<file path="config.mk">
export PLATFORM = sky130hd
export DESIGN_NAME = base64_stream_decoder
export DESIGN_NICKNAME = d
export VERILOG_FILES = /design/src/b64d_pkg.sv /design/src/b64d_front.sv /design/src/b64d_fifo.sv /design/src/b64d_back.sv /design/src/base64_stream_decoder.sv
export SDC_FILE = /design/constraint.sdc
export NUM_CORES = 1
export LEC_CHECK = 0
export ABC_AREA = 0
export BUFFER_PORTS_ARGS = -buffer_cell sky130_fd_sc_hd__buf_2
export CORE_UTILIZATION = 42
export CTS_CLUSTER_SIZE = 24
export DETAILED_ROUTE_END_ITERATION = 6
export SLEW_MARGIN = 20
export SYNTH_ARGS = -nofsm -noshare
export SYNTH_HDL_FRONTEND = slang
export SYNTH_SLANG_ARGS = --single-unit
</file>
<file path="constraint.sdc">
create_clock -name clk -period 6.25 [get_ports clk]
set_input_delay 0.9375 -clock clk [delete_from_list [all_inputs] [get_ports clk]]
set_output_delay 0.9375 -clock clk [all_outputs]
set_load 0.05 [all_outputs]
</file>
<file path="src/b64d_pkg.sv">
package b64d_pkg;

	localparam logic [7:0] PAD_CHAR   = 8'h3D;
	localparam logic [7:0] PLUS_CHAR  = 8'h2B;
	localparam logic [7:0] SLASH_CHAR = 8'h2F;

	localparam logic [5:0] PLUS_CODE  = 6'd62;
	localparam logic [5:0] SLASH_CODE = 6'd63;

	localparam logic [1:0] GRP_PAD_ONE = 2'd2;
	localparam logic [1:0] GRP_PAD_TWO = 2'd3;
	localparam logic [1:0] GRP_LAST    = 2'd3;

	// One queued run of results: up to three bytes, sent from index 0 upward.
	typedef struct packed {
		logic [2:0][7:0] bytes;
		logic [1:0]      cnt;
		logic            err;
	} entry_t;

	typedef struct packed {
		logic  push;
		entry_t ent;
	} push_t;

	// Map one character to {valid, code}.
	function automatic logic [6:0] b64_code(input logic [7:0] c);
		logic [6:0] r;
		r = 7'd0;
		if (c >= 8'h41 && c <= 8'h5A)
			r = {1'b1, 6'(c - 8'h41)};
		else if (c >= 8'h61 && c <= 8'h7A)
			r = {1'b1, 6'(c - 8'h61 + 8'd26)};
		else if (c >= 8'h30 && c <= 8'h39)
			r = {1'b1, 6'(c - 8'h30 + 8'd52)};
		else if (c == PLUS_CHAR)
			r = {1'b1, PLUS_CODE};
		else if (c == SLASH_CHAR)
			r = {1'b1, SLASH_CODE};
		return r;
	endfunction

endpackage

</file>
<file path="src/b64d_front.sv">
module b64d_front (
	input  logic            clk,
	input  logic            arst_n,
	input  logic            take,
	input  logic [7:0]      in_char,
	input  logic            end_of_text,
	output b64d_pkg::push_t push
);
	import b64d_pkg::*;

	logic [23:0] acc_q;
	logic [1:0]  grp_q;
	logic        stopped_q;

	logic [23:0] acc_d;
	logic [1:0]  grp_d;
	logic        stopped_d;
	logic [6:0]  lut;
	logic [23:0] acc_shift;

	assign lut       = b64_code(in_char);
	assign acc_shift = {acc_q[17:0], lut[5:0]};

	always_comb begin
		acc_d     = acc_q;
		grp_d     = grp_q;
		stopped_d = stopped_q;
		push      = '0;
		if (take && !stopped_q) begin
			if (in_char == PAD_CHAR) begin
				stopped_d = 1'b1;
				if (grp_q == GRP_PAD_ONE) begin
					push.push      = 1'b1;
					push.ent.bytes = {8'd0, 8'd0, acc_q[11:4]};
					push.ent.cnt   = 2'd1;
				end else if (grp_q == GRP_PAD_TWO) begin
					push.push      = 1'b1;
					push.ent.bytes = {8'd0, acc_q[9:2], acc_q[17:10]};
					push.ent.cnt   = 2'd2;
				end
			end else if (!lut[6]) begin
				stopped_d     = 1'b1;
				push.push     = 1'b1;
				push.ent.cnt  = 2'd1;
				push.ent.err  = 1'b1;
			end else begin
				acc_d = acc_shift;
				grp_d = grp_q + 2'd1;
				if (grp_q == GRP_LAST) begin
					push.push      = 1'b1;
					push.ent.bytes = {acc_shift[7:0], acc_shift[15:8], acc_shift[23:16]};
					push.ent.cnt   = 2'd3;
				end
			end
		end
		if (take && end_of_text) begin
			acc_d     = '0;
			grp_d     = '0;
			stopped_d = 1'b0;
		end
	end

	always_ff @(posedge clk or negedge arst_n) begin
		if (!arst_n) begin
			acc_q     <= '0;
			grp_q     <= '0;
			stopped_q <= 1'b0;
		end else begin
			acc_q     <= acc_d;
			grp_q     <= grp_d;
			stopped_q <= stopped_d;
		end
	end

endmodule

</file>
<file path="src/b64d_fifo.sv">
module b64d_fifo #(
	parameter int DEPTH = 4
) (
	input  logic             clk,
	input  logic             arst_n,
	input  b64d_pkg::push_t  push,
	input  logic             pop,
	output b64d_pkg::entry_t head,
	output logic             empty,
	output logic             full
);
	import b64d_pkg::*;

	localparam int PW = (DEPTH > 1) ? $clog2(DEPTH) : 1;
	localparam int CW = $clog2(DEPTH + 1);
	localparam logic [PW-1:0] LAST_PTR = PW'(DEPTH - 1);
	localparam logic [CW-1:0] FULL_CNT = CW'(DEPTH);

	entry_t        mem_q [DEPTH];
	logic [PW-1:0] wr_ptr_q;
	logic [PW-1:0] rd_ptr_q;
	logic [CW-1:0] cnt_q;
	logic          do_push;
	logic          do_pop;

	assign empty   = (cnt_q == '0);
	assign full    = (cnt_q == FULL_CNT);
	assign head    = mem_q[rd_ptr_q];
	assign do_push = push.push && !full;
	assign do_pop  = pop && !empty;

	always_ff @(posedge clk) begin
		if (do_push)
			mem_q[wr_ptr_q] <= push.ent;
	end

	always_ff @(posedge clk or negedge arst_n) begin
		if (!arst_n) begin
			wr_ptr_q <= '0;
			rd_ptr_q <= '0;
			cnt_q    <= '0;
		end else begin
			if (do_push)
				wr_ptr_q <= (wr_ptr_q == LAST_PTR) ? '0 : wr_ptr_q + PW'(1);
			if (do_pop)
				rd_ptr_q <= (rd_ptr_q == LAST_PTR) ? '0 : rd_ptr_q + PW'(1);
			if (do_push && !do_pop)
				cnt_q <= cnt_q + CW'(1);
			else if (do_pop && !do_push)
				cnt_q <= cnt_q - CW'(1);
		end
	end

endmodule

</file>
<file path="src/b64d_back.sv">
module b64d_back (
	input  logic             clk,
	input  logic             arst_n,
	input  b64d_pkg::entry_t head,
	input  logic             empty,
	output logic             pop,
	output logic             byte_valid,
	input  logic             byte_stall,
	output logic [7:0]       out_byte,
	output logic             invalid_char,
	output logic             run_last
);
	import b64d_pkg::*;

	entry_t     ent_q;
	logic [1:0] idx_q;
	logic       busy_q;
	logic       sent;

	assign byte_valid   = busy_q;
	assign out_byte     = ent_q.bytes[idx_q];
	assign invalid_char = ent_q.err;
	assign run_last     = (idx_q == ent_q.cnt - 2'd1);
	assign sent         = busy_q && !byte_stall;
	assign pop          = !empty && (!busy_q || (sent && run_last));

	always_ff @(posedge clk) begin
		if (pop)
			ent_q <= head;
	end

	always_ff @(posedge clk or negedge arst_n) begin
		if (!arst_n) begin
			idx_q  <= '0;
			busy_q <= 1'b0;
		end else begin
			if (pop) begin
				idx_q  <= '0;
				busy_q <= 1'b1;
			end else if (sent) begin
				if (run_last)
					busy_q <= 1'b0;
				else
					idx_q <= idx_q + 2'd1;
			end
		end
	end

endmodule

</file>
<file path="src/base64_stream_decoder.sv">
// Each run passes through the run queue and then the back stage's run register.
// Throughput: one character per cycle in, one byte per cycle out while byte_stall
// is low; a full group of four characters yields three bytes; output keeps pace.
// Input stalls only when the FIFO_DEPTH-entry run queue is full.
// Reset (arst_n low, asynchronous) clears decoder state, queue and output valid.
module base64_stream_decoder #(
	parameter int FIFO_DEPTH = 4
) (
	input  logic       clk,
	input  logic       arst_n,
	input  logic       char_valid,
	output logic       char_stall,
	input  logic [7:0] in_char,
	input  logic       end_of_text,
	output logic       byte_valid,
	input  logic       byte_stall,
	output logic [7:0] out_byte,
	output logic       invalid_char,
	output logic       run_last
);
	import b64d_pkg::*;

	push_t  push;
	entry_t head;
	logic   empty;
	logic   full;
	logic   pop;
	logic   take;

	// Hold the input word whenever the queue has no room for a run.
	assign char_stall = full;
	assign take       = char_valid && !full;

	// Front: decode the character, track the group, queue one run of results.
	b64d_front u_front (
		.clk         (clk),
		.arst_n      (arst_n),
		.take        (take),
		.in_char     (in_char),
		.end_of_text (end_of_text),
		.push        (push)
	);

	// Queue: decouple character intake from byte delivery.
	b64d_fifo #(
		.DEPTH (FIFO_DEPTH)
	) u_fifo (
		.clk    (clk),
		.arst_n (arst_n),
		.push   (push),
		.pop    (pop),
		.head   (head),
		.empty  (empty),
		.full   (full)
	);

	// Back: advance through each run one byte per delivered word.
	b64d_back u_back (
		.clk          (clk),
		.arst_n       (arst_n),
		.head         (head),
		.empty        (empty),
		.pop          (pop),
		.byte_valid   (byte_valid),
		.byte_stall   (byte_stall),
		.out_byte     (out_byte),
		.invalid_char (invalid_char),
		.run_last     (run_last)
	);

endmodule
</file>
==> flow_metrics.py <==
metrics = {
    "outcome": {
        "status": "completed",
    },
    "yosys": {
        "synthArstFlopShare_pct": 18.7,
        "syn-num-nets": 506,
        "postSynthCellCount": 475,
        "synth_top_area_share_pct": 55.1,
        "synth_edf_count": 135,
        "synth_top_area_cell": "edfxtp_1",
        "synth.yosys.seq_area_share_pct": 65.6,
        "synthesis.area_um2": 7360,
        "syn_avg_cell_area_um2": 15.5,
        "ys.flop_type": "edfxtp_1",
        "yosysWarnings": 0,
        "synthDistinctLibCells": 59,
        "synth.area.top_cells": "edfxtp_1 (55%), dfrtp_1 (11%), mux4_2 (8.3%), mux2i_1 (3.3%), ha_1 (2.9%)",
        "synth_seq_cells": 166,
    },
    "cts": {
        "cts_buffer_depth": 2,
        "numCtsBuffers": 17,
        "clk_latency_ns": 0.42,
        "clockRootBuffer": "clkbuf_16",
        "postCtsSetupBuffers": 0,
        "numClockSinks": 166,
        "clkTransAtPathRegs_ns": 0.06,
        "ctsHoldBuffers": 0,
        "cts_resized": 0,
        "cts_max_level": 4,
        "cts_tree": "built",
    },
    "global_route": {
        "grt_usage_pct": 16.1,
        "gr-total-overflow": 0,
        "grt_antenna_before_repair": 0,
        "grt_max_degree": 32,
        "grt_pass1_wl_um": 21500,
        "grt_pass1_vias": 3925,
    },
    "final_layout": {
        "final_cell_mix": "edfxtp_1 (135), nand2_1 (43), dfrtp_1 (30)",
        "n_antenna_cell": 0,
        "fill_cells": 1484,
        "final_nets": 536,
        "fin_area_um2": 8240,
        "final_common_cell": "edfxtp_1",
        "stdcell_count": 743,
        "area_delta_synth_final_pct": 11.9,
        "layout-drive-gt1-share_pct": 20.5,
    },
    "min_path": {
        "holdCritPathClass": "reg2reg",
        "whs_path_depth": 2,
        "hold_start": "u_front.acc_q[13]",
        "worstHoldEndpoint": "u_front.acc_q[13]",
    },
    "sta": {
        "hold_viol": 0,
        "rsz0062_at_grt": "false",
        "min_period_ns": 3.75,
        "finalSetupViolCount": 0,
        "setup_tns_ns": 0,
        "post-route-period-util_pct": 60.0,
        "hold-worst-slack_ns": 0.515,
        "worst_pin_slew_ns": 0.994,
        "finalClockSkew_ns": 0.00909,
        "slew_viol_final": 0,
        "max_freq_ghz": 0.267,
        "slew_headroom_pct": 33.7,
    },
    "floorplanning": {
        "die_h_um": 134,
        "ios": 25,
        "rows": 48,
        "start_util_pct": 42.8,
        "die_w_um": 134,
        "die-area_um2": 18100,
        "core-area_um2": 17200,
    },
    "power_and_ir_drop": {
        "p_leak_nw": 2.88,
        "peakVddDrop_v": 0.000195,
        "pwr_density_cell_nw_per_um2": 429,
    },
    "worst_setup_path": {
        "critPathKind": "in2reg",
        "crit_fanout": 11,
        "startpoint_type": "input pin",
        "r2r_cells": 9,
        "rr_endpoint": "u_fifo.cnt_q[2]",
        "crit_buf_inv": 3,
        "cp-end-kind": "flop",
        "reg2reg_slack_ns": 3.29,
        "slowest_stage": "a311oi_4",
        "reg2reg_from": "u_fifo.cnt_q[2]",
        "path_depth": 14,
        "required_ns": 6.60,
        "path_cells": "buf_2 > inv_1 > ha_1 > a21oi_1 > a311o_1 > nand4b_1 > nand3_2 > a311oi_4 > ha_1 > inv_1 > fa_1 > xor2_1 > nor2_1 > xor2_1",
        "critPathTopFamily": "compound AO/OA/AOI/OAI gates",
        "max_stage_delay_ns": 0.45,
        "arrival_ns": 4.10,
    },
    "placement": {
        "dp_hpwl_um": 8990,
        "io_buffers": 24,
        "dp_cells": 711,
        "gp_congestion": 0.775,
        "postPlaceCellArea_um2": 7700,
    },
    "route": {
        "drtPass1Iterations": 4,
        "viasPerCell": 5.29,
        "routedWlPerCell_um": 18.1,
        "routed_wl_um": 13500,
        "vias": 3933,
        "drc": 0,
        "drt_iter0_drc": 298,
        "drtAntennaViolNets": 0,
    },
    "flow_run": {
        "maxCapViolCount": 0,
    },
}
## through the flow
step                util, %  power [mW]  setup WS (ns)
floorplan                 -        2.37           2.46
global placement       44.8        2.61           2.11
detailed placement     44.8        2.64           2.05
CTS                    48.0        3.58           2.49
global route           48.0        3.71           2.20
finish                 48.0        3.53           2.50
## synthesized netlist by cell type, types with 3 or more instances
library cell	number
a22oi_1	3
nor2b_1	6
buf_1	3
o21ai_0	16
nor2_1	14
and3_1	4
clkbuf_1	12
dfrtp_1	31
xnor2_1	7
nand2b_1	7
o21ai_1	11
nand3_1	11
nand2_1	43
mux2i_1	24
inv_1	15
ha_1	17
mux2_2	5
o22ai_1	3
a31oi_1	3
edfxtp_1	135
nor3_1	3
mux4_2	27
xor2_1	4
o211ai_1	3
and2_1	13
nor3b_1	3
a21oi_1	13
## logic make-up (layout without fill, tap and decap cells)
group / Yosys count / count (layout) / synth area share (%)
simple gates: 118 / 118 / 8.55
fa+ha+maj: 18 / 18 / 3.16
buf+inv: 37 / 80 / 2.52
compound gates: 67 / 67 / 6.12
xor+xnor: 11 / 11 / 1.31
mux: 58 / 58 / 12.7
flops: 166 / 166 / 65.6
## power breakdown
part	switching, mW	total (mW)	leakage [nW]	internal [mW]
registers	0.183	1.64	1.65	1.45
logic	0.553	0.950	0.981	0.397
clock network	0.403	0.945	0.251	0.542
## state kept, by name (all words and copies together), names as in the netlist
signal               count
u_back.byte_valid        1
u_fifo.cnt_q             3
u_front.stopped_q        1
u_front.grp_q            2
u_front.acc_q           18
u_back.invalid_char      1
u_fifo.wr_ptr_q          2
u_fifo.mem_q           108
u_back.idx_q             2
u_fifo.rd_ptr_q          2
u_back.ent_q            26
## worst max-delay path by stage
stage,start,to,slack (ns)
floorplan,in_char[2],u_fifo.mem_q[3][0],2.46
global placement,in_char[2],u_fifo.cnt_q[2],2.11
detailed placement,in_char[2],u_fifo.cnt_q[2],2.05
CTS,in_char[2],u_fifo.cnt_q[2],2.49
global route,in_char[2],u_fifo.cnt_q[2],2.20
finish,in_char[2],u_fifo.cnt_q[2],2.50
## worst reg2reg max path: cells and delay by family, from the launching register on
family,cells,cell delay (ns)
buffers and inverters,1,0.06
DFF,1,0.41
adders and majority gates,2,0.63
and+or+nand+nor,3,0.90
AOI/OAI and AO/OA,1,0.59
xor gates and xnor gates,2,0.30
## final cells by class
class | instances | area [µm²] | area share [%]
Inverter | 16 | 60.1 | 0.729
Sequential cell | 166 | 4830 | 58.7
Tap cell | 225 | 282 | 3.42
Timing Repair Buffer | 32 | 180 | 2.19
Clock buffer | 18 | 429 | 5.21
Multi-Input combinational cell | 272 | 2340 | 28.5
Clock inverter | 14 | 111 | 1.35
## layer usage
layer / global-route usage, % / share of wire, % / vias to the layer above / wire length (µm)
met5: 0 / 0 / - / 0
met4: 5.62 / 0.82 / 0 / 110
met3: 3.44 / 3.7 / 11 / 500
met2: 26.7 / 50 / 84 / 6690
met1: 21.1 / 46 / 1969 / 6150
li1: - / - / 1869 / -
No activity file was read; power rests on OpenSTA's default activity.
